--- src/hw/rtl/pt2pwm_pkg.sv ---
// Types and constants of the period timer with two PWM channels.
// Used by the timebase, the channel and the top level; depends on nothing.
`timescale 1ns / 1ps

package pt2pwm_pkg;

    localparam int NUM_CHAN_SLOTS = 2;

    // timer_control bit positions
    localparam int TC_PRE4_BIT   = 0;
    localparam int TC_PRE16_BIT  = 1;
    localparam int TC_ENABLE_BIT = 2;
    localparam int TC_POST_LSB   = 3;
    localparam int TC_POST_MSB   = 6;

    localparam logic [4:0] PRESCALE_1  = 5'd1;
    localparam logic [4:0] PRESCALE_4  = 5'd4;
    localparam logic [4:0] PRESCALE_16 = 5'd16;

    typedef enum logic [2:0] {
        REG_TIMER_CONTROL = 3'd0,
        REG_PERIOD        = 3'd1,
        REG_PWM1_ENABLE   = 3'd2,
        REG_PWM2_ENABLE   = 3'd3,
        REG_DUTY1         = 3'd4,
        REG_DUTY2         = 3'd5,
        REG_PIN1_OUTPUT   = 3'd6,
        REG_PIN2_OUTPUT   = 3'd7
    } reg_index_t;

    typedef struct packed {
        logic       run;
        logic       match;
        logic       irq;
        logic [7:0] timer;
    } tb_status_t;

    typedef struct packed {
        logic       active;
        logic       pin_out;
        logic [7:0] duty;
    } chan_cfg_t;

endpackage

--- src/hw/rtl/pt2pwm_timebase.sv ---
// Prescaler, 8-bit timer with period match, and postscaler.
// Depends on pt2pwm_pkg.
`timescale 1ns / 1ps

module pt2pwm_timebase
(
    input  logic                   clk,
    input  logic                   rst_n,
    input  logic                   step,
    input  logic [6:0]             timer_control,
    input  logic [7:0]             period,
    output pt2pwm_pkg::tb_status_t status
);

    logic [4:0] prescale_count_reg;
    logic [4:0] prescale_count_next;
    logic [4:0] postscale_count_reg;
    logic [4:0] postscale_count_next;
    logic [7:0] timer_count_reg;
    logic [7:0] timer_count_next;

    logic [4:0] pre_limit;
    logic [4:0] post_limit;
    logic [4:0] pre_inc;
    logic [4:0] post_inc;
    logic [7:0] timer_inc;
    logic       run;
    logic       match;
    logic       irq;

    always_comb
    begin
        if (timer_control[pt2pwm_pkg::TC_PRE16_BIT])
        begin
            pre_limit = pt2pwm_pkg::PRESCALE_16;
        end
        else if (timer_control[pt2pwm_pkg::TC_PRE4_BIT])
        begin
            pre_limit = pt2pwm_pkg::PRESCALE_4;
        end
        else
        begin
            pre_limit = pt2pwm_pkg::PRESCALE_1;
        end
        post_limit = {1'b0, timer_control[pt2pwm_pkg::TC_POST_MSB:pt2pwm_pkg::TC_POST_LSB]}
                     + 5'd1;

        run       = step & timer_control[pt2pwm_pkg::TC_ENABLE_BIT];
        pre_inc   = prescale_count_reg + 5'd1;
        post_inc  = postscale_count_reg + 5'd1;
        timer_inc = timer_count_reg + 8'd1;

        prescale_count_next  = prescale_count_reg;
        postscale_count_next = postscale_count_reg;
        timer_count_next     = timer_count_reg;
        match                = 1'b0;
        irq                  = 1'b0;

        if (run)
        begin
            if (pre_inc >= pre_limit)
            begin
                prescale_count_next = 5'd0;
                if (timer_inc == period)
                begin
                    timer_count_next = 8'd0;
                    match            = 1'b1;
                    if (post_inc >= post_limit)
                    begin
                        irq                  = 1'b1;
                        postscale_count_next = 5'd0;
                    end
                    else
                    begin
                        postscale_count_next = post_inc;
                    end
                end
                else
                begin
                    timer_count_next = timer_inc;
                end
            end
            else
            begin
                prescale_count_next = pre_inc;
            end
        end
    end

    always_ff @(posedge clk or negedge rst_n)
    begin
        if (!rst_n)
        begin
            prescale_count_reg  <= 5'd0;
            postscale_count_reg <= 5'd0;
            timer_count_reg     <= 8'd0;
        end
        else
        begin
            prescale_count_reg  <= prescale_count_next;
            postscale_count_reg <= postscale_count_next;
            timer_count_reg     <= timer_count_next;
        end
    end

    assign status.run   = run;
    assign status.match = match;
    assign status.irq   = irq;
    assign status.timer = timer_count_next;

endmodule

--- src/hw/rtl/pt2pwm_channel.sv ---
// One PWM channel: duty latch at period match and output level.
// Depends on pt2pwm_pkg.
`timescale 1ns / 1ps

module pt2pwm_channel
(
    input  logic                   clk,
    input  logic                   rst_n,
    input  pt2pwm_pkg::chan_cfg_t  cfg,
    input  pt2pwm_pkg::tb_status_t status,
    output logic                   level
);

    logic [7:0] latched_duty_reg;
    logic [7:0] latched_duty_next;
    logic       level_reg;
    logic       level_next;

    always_comb
    begin
        latched_duty_next = latched_duty_reg;
        level_next        = level_reg;
        if (status.match && cfg.active)
        begin
            latched_duty_next = cfg.duty;
            if (cfg.pin_out)
            begin
                level_next = 1'b1;
            end
        end
        // drop the level once the timer reaches the duty
        if (status.run && cfg.active && cfg.pin_out && (status.timer >= latched_duty_next))
        begin
            level_next = 1'b0;
        end
    end

    always_ff @(posedge clk or negedge rst_n)
    begin
        if (!rst_n)
        begin
            latched_duty_reg <= 8'd0;
            level_reg        <= 1'b0;
        end
        else
        begin
            latched_duty_reg <= latched_duty_next;
            level_reg        <= level_next;
        end
    end

    assign level = level_next;

endmodule

--- src/hw/rtl/period_timer_with_two_pwm_top.sv ---
// Top level of the period timer with two PWM channels: stream ports,
// configuration registers, input and result registers.
// Depends on pt2pwm_pkg, pt2pwm_timebase and pt2pwm_channel.
//
//  channel   direction  accepted when            contents
//  s_axis    in         tvalid & tready          one tick
//  m_axis    out        tvalid & tready          timer value, interrupt, levels, match
//  cfg       in         cfg_we                   register index and write data
//
// Each tick passes the input register, then the timer and channel update in one pass
// into the result register. One tick per cycle while m_axis is not stalled.
// Reset clears the counters, latched duties, levels and all configuration.
// A stall on m_axis holds the result register; the input register still takes one
// more transaction before s_axis_tready falls.
`timescale 1ns / 1ps

module period_timer_with_two_pwm_top
#(
    parameter int PWM_CHANNELS = 2
)
(
    input  logic        clk,
    input  logic        rst_n,
    input  logic        s_axis_tvalid,
    output logic        s_axis_tready,
    input  logic [7:0]  s_axis_tdata,   // [0] tick, [7:1] zero
    output logic        m_axis_tvalid,
    input  logic        m_axis_tready,
    output logic [15:0] m_axis_tdata,   // [7:0] timer_value, [8] interrupt_pulse,
                                        // [9] pwm1_level, [10] pwm2_level,
                                        // [11] period_match, [15:12] zero
    input  logic        cfg_we,
    input  logic [2:0]  cfg_index,
    input  logic [7:0]  cfg_wdata
);

    logic [6:0] timer_control_reg;
    logic [7:0] period_reg;
    logic [1:0] pwm_en_reg;
    logic [7:0] duty_reg [pt2pwm_pkg::NUM_CHAN_SLOTS];
    logic [1:0] pin_out_reg;

    logic        in_valid_reg;
    logic        tick_reg;
    logic        out_valid_reg;
    logic [11:0] out_data_reg;

    logic                   advance;
    logic                   step;
    pt2pwm_pkg::tb_status_t status;
    logic [1:0]             level;

    always_ff @(posedge clk or negedge rst_n)
    begin
        if (!rst_n)
        begin
            timer_control_reg <= 7'd0;
            period_reg        <= 8'd0;
            pwm_en_reg        <= 2'b00;
            duty_reg[0]       <= 8'd0;
            duty_reg[1]       <= 8'd0;
            pin_out_reg       <= 2'b00;
        end
        else if (cfg_we)
        begin
            unique case (pt2pwm_pkg::reg_index_t'(cfg_index))
                pt2pwm_pkg::REG_TIMER_CONTROL: timer_control_reg <= cfg_wdata[6:0];
                pt2pwm_pkg::REG_PERIOD:        period_reg        <= cfg_wdata;
                pt2pwm_pkg::REG_PWM1_ENABLE:   pwm_en_reg[0]     <= cfg_wdata[0];
                pt2pwm_pkg::REG_PWM2_ENABLE:   pwm_en_reg[1]     <= cfg_wdata[0];
                pt2pwm_pkg::REG_DUTY1:         duty_reg[0]       <= cfg_wdata;
                pt2pwm_pkg::REG_DUTY2:         duty_reg[1]       <= cfg_wdata;
                pt2pwm_pkg::REG_PIN1_OUTPUT:   pin_out_reg[0]    <= cfg_wdata[0];
                pt2pwm_pkg::REG_PIN2_OUTPUT:   pin_out_reg[1]    <= cfg_wdata[0];
                default:                       period_reg        <= period_reg;
            endcase
        end
    end

    assign advance       = !out_valid_reg || m_axis_tready;
    assign s_axis_tready = !in_valid_reg || advance;
    assign step          = in_valid_reg && advance;

    always_ff @(posedge clk or negedge rst_n)
    begin
        if (!rst_n)
        begin
            in_valid_reg <= 1'b0;
        end
        else if (s_axis_tready)
        begin
            in_valid_reg <= s_axis_tvalid;
        end
    end

    always_ff @(posedge clk)
    begin
        if (s_axis_tready && s_axis_tvalid)
        begin
            tick_reg <= s_axis_tdata[0];
        end
    end

    pt2pwm_timebase u_timebase
    (
        .clk           (clk),
        .rst_n         (rst_n),
        .step          (step && tick_reg),
        .timer_control (timer_control_reg),
        .period        (period_reg),
        .status        (status)
    );

    for (genvar c = 0; c < pt2pwm_pkg::NUM_CHAN_SLOTS; c++)
    begin : g_chan
        if (c < PWM_CHANNELS)
        begin : g_on
            pt2pwm_pkg::chan_cfg_t chan_cfg;

            assign chan_cfg.active  = pwm_en_reg[c];
            assign chan_cfg.pin_out = pin_out_reg[c];
            assign chan_cfg.duty    = duty_reg[c];

            pt2pwm_channel u_channel
            (
                .clk    (clk),
                .rst_n  (rst_n),
                .cfg    (chan_cfg),
                .status (status),
                .level  (level[c])
            );
        end
        else
        begin : g_off
            // hold the reset level
            assign level[c] = 1'b0;
        end
    end

    always_ff @(posedge clk or negedge rst_n)
    begin
        if (!rst_n)
        begin
            out_valid_reg <= 1'b0;
        end
        else if (advance)
        begin
            out_valid_reg <= in_valid_reg;
        end
    end

    always_ff @(posedge clk)
    begin
        if (step)
        begin
            out_data_reg <= {status.match, level[1], level[0], status.irq, status.timer};
        end
    end

    assign m_axis_tvalid = out_valid_reg;
    assign m_axis_tdata  = {4'd0, out_data_reg};

endmodule

--- config.mk ---
export PLATFORM = sky130hd
export DESIGN_NAME = period_timer_with_two_pwm_top
export DESIGN_NICKNAME = d
export VERILOG_FILES = /design/src/hw/rtl/pt2pwm_pkg.sv /design/src/hw/rtl/pt2pwm_timebase.sv /design/src/hw/rtl/pt2pwm_channel.sv /design/src/hw/rtl/period_timer_with_two_pwm_top.sv
export SDC_FILE = /design/constraint.sdc
export NUM_CORES = 1
export LEC_CHECK = 0
export ABC_AREA = 1
export BUFFER_PORTS_ARGS = -buffer_cell sky130_fd_sc_hd__buf_2
export CAP_MARGIN = 15
export CORE_MARGIN = 2
export CORE_UTILIZATION = 45
export DETAILED_ROUTE_END_ITERATION = 10
export PLACE_DENSITY_LB_ADDON = 0.05
export SYNTH_ARGS = -nofsm -noshare
export SYNTH_HDL_FRONTEND = slang
export SYNTH_SLANG_ARGS = --single-unit
--- constraint.sdc ---
create_clock -name clk -period 2.9 [get_ports clk]
set_clock_uncertainty 0.15 [all_clocks]
set_input_delay 0.725 -clock clk [delete_from_list [all_inputs] [get_ports clk]]
set_output_delay 0.725 -clock clk [all_outputs]
set_load 0.005 [all_outputs]
==> flow_metrics.env <==
export IMPL_layout_drive_gt1_share=0.2697
export IMPL_dieArea_um2=11470
export IMPL_grt_usage=0.2179
export IMPL_first_iter_violations=222
export IMPL_ys_seq_area_frac=0.4635
export IMPL_cts_root_buf="clkbuf_8"
export IMPL_maxSlewViolCount=0
export IMPL_place_hpwl_mm=8.495
export IMPL_async_flop_share=0.8488
export IMPL_sw_frac_of_total=0.3741
export IMPL_h_tree_depth=3
export IMPL_clockPowerShare=0.175
export IMPL_antenna_found_initial=0
export IMPL_yosys_cell_types_count=35
export IMPL_power_frac_seq=0.362
export IMPL_relSlewSlack=0.6386
export IMPL_p_leak_uw=0.002982
export IMPL_grt_ovfl_total=0
export IMPL_power_density_nw_per_um2=772.6
export IMPL_status="complete, but fails checks"
export IMPL_placed_cells=785
export IMPL_core_um2=10320
export IMPL_drc=0
export IMPL_crit_type="reg2reg"
export IMPL_clkSinkCount=86
export IMPL_fin_cells=807
export IMPL_pwr_share_comb=0.462
export IMPL_totalWireLength_mm=11.56
export IMPL_vias_per_cell=4.995
export IMPL_finalCriticalPeriod_ns=3.389
export IMPL_grt_pass1_vias=4002
export IMPL_syn_area_per_cell_um2=8.304
export IMPL_grt_pass1_wl_mm=19.21
export IMPL_first_pass_iters=5
export IMPL_peakVddDrop_mv=0.3649
export IMPL_violations="negative setup slack"
export IMPL_num_antenna_cells=0
export IMPL_p_switching_uw=1737
export IMPL_initial_core_util=0.4633
export IMPL_final_core_util=0.5821
export IMPL_cts_made_buffers=9
export IMPL_io_pins=42
export IMPL_postRouteAntennaNets=0
export IMPL_synthFlopType="dfrtp_1"
export IMPL_portBuffers=30
export IMPL_wl_per_cell_um=14.33
export IMPL_hp_class="in2async"
export IMPL_arrival_ns=3.44
export IMPL_synthCells=576
export IMPL_cp_max_fo=8
export IMPL_area_delta_synth_final_pct=25.63
export IMPL_yosysWarnings=0
export IMPL_finalHoldViolCount=0
export IMPL_crit_path_start_kind="flop"
export IMPL_fmax_mhz=295.0
export IMPL_fin_ws_ns=-0.4894
export IMPL_rsz0062_at_grt="true"
export IMPL_syn_area_um2=4783
export IMPL_grt_max_degree=41
export IMPL_path_clk_slew_ns=0.09
export IMPL_critPathRequiredTime_ns=2.96
export IMPL_setup_viol=4
export IMPL_yosys_register_bits=86
export IMPL_cts_max_path_buffers=2
export IMPL_vias=4031
export IMPL_end_kind="flop"
export IMPL_gp_congestion=0.8514
export IMPL_die_x_um=107.1
export IMPL_total_power_uw=4643
export IMPL_tightest_slew_ns=0.5408
export IMPL_internal_power_uw=2906
export IMPL_period_share=1.169
export IMPL_nNetsFinal=718
export IMPL_synth_edf_count=13
export IMPL_cts_tree="yes"
export IMPL_die_y_um=107.1
export IMPL_maxCapViolations=0
export IMPL_fp_row_count=37
export IMPL_clock_latency_ns=0.35
## cell type report
cell class	instances	area, um2
Clock buffer	14	173.9
Clock inverter	2	13.76
Fill cell	956	4314
Inverter	76	290.3
Multi-Input combinational cell	401	2482
Sequential cell	86	2217
Tap cell	136	170.2
Timing Repair Buffer	92	661.9
## synth_stat cells (all sizes together) (2+ instances only)
| library cell | number | area share |
|---|---|---|
| clkbuf | 5 | 0.0039 |
| nand4 | 14 | 0.018 |
| nand3b | 17 | 0.027 |
| a21oi | 17 | 0.020 |
| o2111ai | 2 | 0.0037 |
| o22ai | 4 | 0.0052 |
| inv | 76 | 0.060 |
| a31oi | 2 | 0.0026 |
| nand3 | 44 | 0.052 |
| dfrtp | 73 | 0.38 |
| nand2 | 183 | 0.15 |
| nor2 | 30 | 0.037 |
| o21ai | 45 | 0.048 |
| buf | 11 | 0.018 |
| edfxtp | 13 | 0.082 |
| xor2 | 6 | 0.011 |
| ha | 28 | 0.073 |
## power by group through the flow
stage	Clock, uW	Sequential [uW]	Combinational, uW
floorplan	0	1650	1050
global placement	0	1680	1800
detailed placement	0	1690	1840
CTS	841	1670	1990
global route	888	1720	2410
finish	814	1680	2150
## metrics by stage
step           TNS (ns)  worst slack (ns)  cell area, um2  hold WS [ns]
2_1_floorplan   -0.7383           -0.2626            4815        0.2794
3_3_place_gp     -2.166           -0.6203            5478        0.3143
3_5_place_dp     -2.323           -0.6474            5478        0.3161
4_1_cts          -1.642           -0.4565            5804        0.1809
5_1_grt          -2.472           -0.6667            6010        0.1930
6_report         -1.810           -0.4894            6010        0.1772
## worst max-delay path, cell delays in order (launching register included)
cell and delay (ns):
dfrtp_1 0.42, ha_4 0.19, xor2_2 0.15, ha_1 0.30
a21oi_2 0.05, nand2_1 0.10, nand2_4 0.07, a21oi_4 0.26
inv_4 0.08, nor2_8 0.21, buf_4 0.20, nand3b_1 0.09
nand2_1 0.09, ha_1 0.23, nand2_2 0.11, nor2_4 0.05
nand4_1 0.08, o2111ai_2 0.12, nand3_1 0.11, inv_1 0.05
a21oi_2 0.12
## final timing paths
path                                                              startpoint  depth (start not counted)  slack [ns]                                      endpoint
max in group asynchronous                                              rst_n                          2        1.83                                   duty_reg[6]
worst max register to register              u_timebase.prescale_count_reg[1]                         20       -0.49                               out_data_reg[9]
min in group clk                g_chan[0].g_on.u_channel.latched_duty_reg[7]                          2        0.33  g_chan[0].g_on.u_channel.latched_duty_reg[7]
worst min-delay path                                                   rst_n                          1        0.18             u_timebase.postscale_count_reg[0]
worst max-delay path                        u_timebase.prescale_count_reg[1]                         20       -0.49                               out_data_reg[9]
worst min register to register  g_chan[0].g_on.u_channel.latched_duty_reg[7]                          2        0.33  g_chan[0].g_on.u_channel.latched_duty_reg[7]
## what timing repair did
item | 4_1_cts | 5_1_grt
setup buffers | 5 | 1
gates resized for setup | 24 | 44
endpoints found under the setup margin | 4 | 4
hold buffers | 0 | 0
pin swaps | 17 | 32
## layout by cell type, fill, tap and decap left out, types with 4 or more instances in the layout
cell and count:
clkbuf_8 10, conb_1 4, nand2_4 4, nand3_1 38, nand2_1 156, o21ai_1 4
nand3b_1 17, a21oi_2 6, nor2_1 17, buf_6 5, dfrtp_1 73, ha_4 10
edfxtp_1 13, inv_1 71, buf_2 29, nand2_2 22, buf_4 56, nand4_1 14
nor2_4 7, nand3_2 4, xor2_1 5, o21ai_0 38, nor2_2 5, a21oi_1 10
ha_1 17
## routing by layer
| metal | vias up | routed length [um] | GRT usage |
|---|---|---|---|
| met1 | 1884 | 5492 | 0.2922 |
| met5 | - | 0 | 0 |
| li1 | 2054 | - | - |
| met4 | 0 | 150 | 0.07514 |
| met2 | 81 | 5504 | 0.3626 |
| met3 | 12 | 414 | 0.02918 |
## logic make-up (layout without fill, tap and decap cells)
logic type	after synthesis	in the layout	synth area share
XOR/XNOR	7	7	0.01282
other	1	4	0.0007840
AND/OR/NAND/NOR	290	290	0.2851
AO/OA/AOI/OAI	72	72	0.08292
flip-flops	86	86	0.4635
buffers and inverters	92	184	0.08161
adder cells (fa/ha/maj)	28	28	0.07324
No activity file was read; power rests on OpenSTA's default activity.
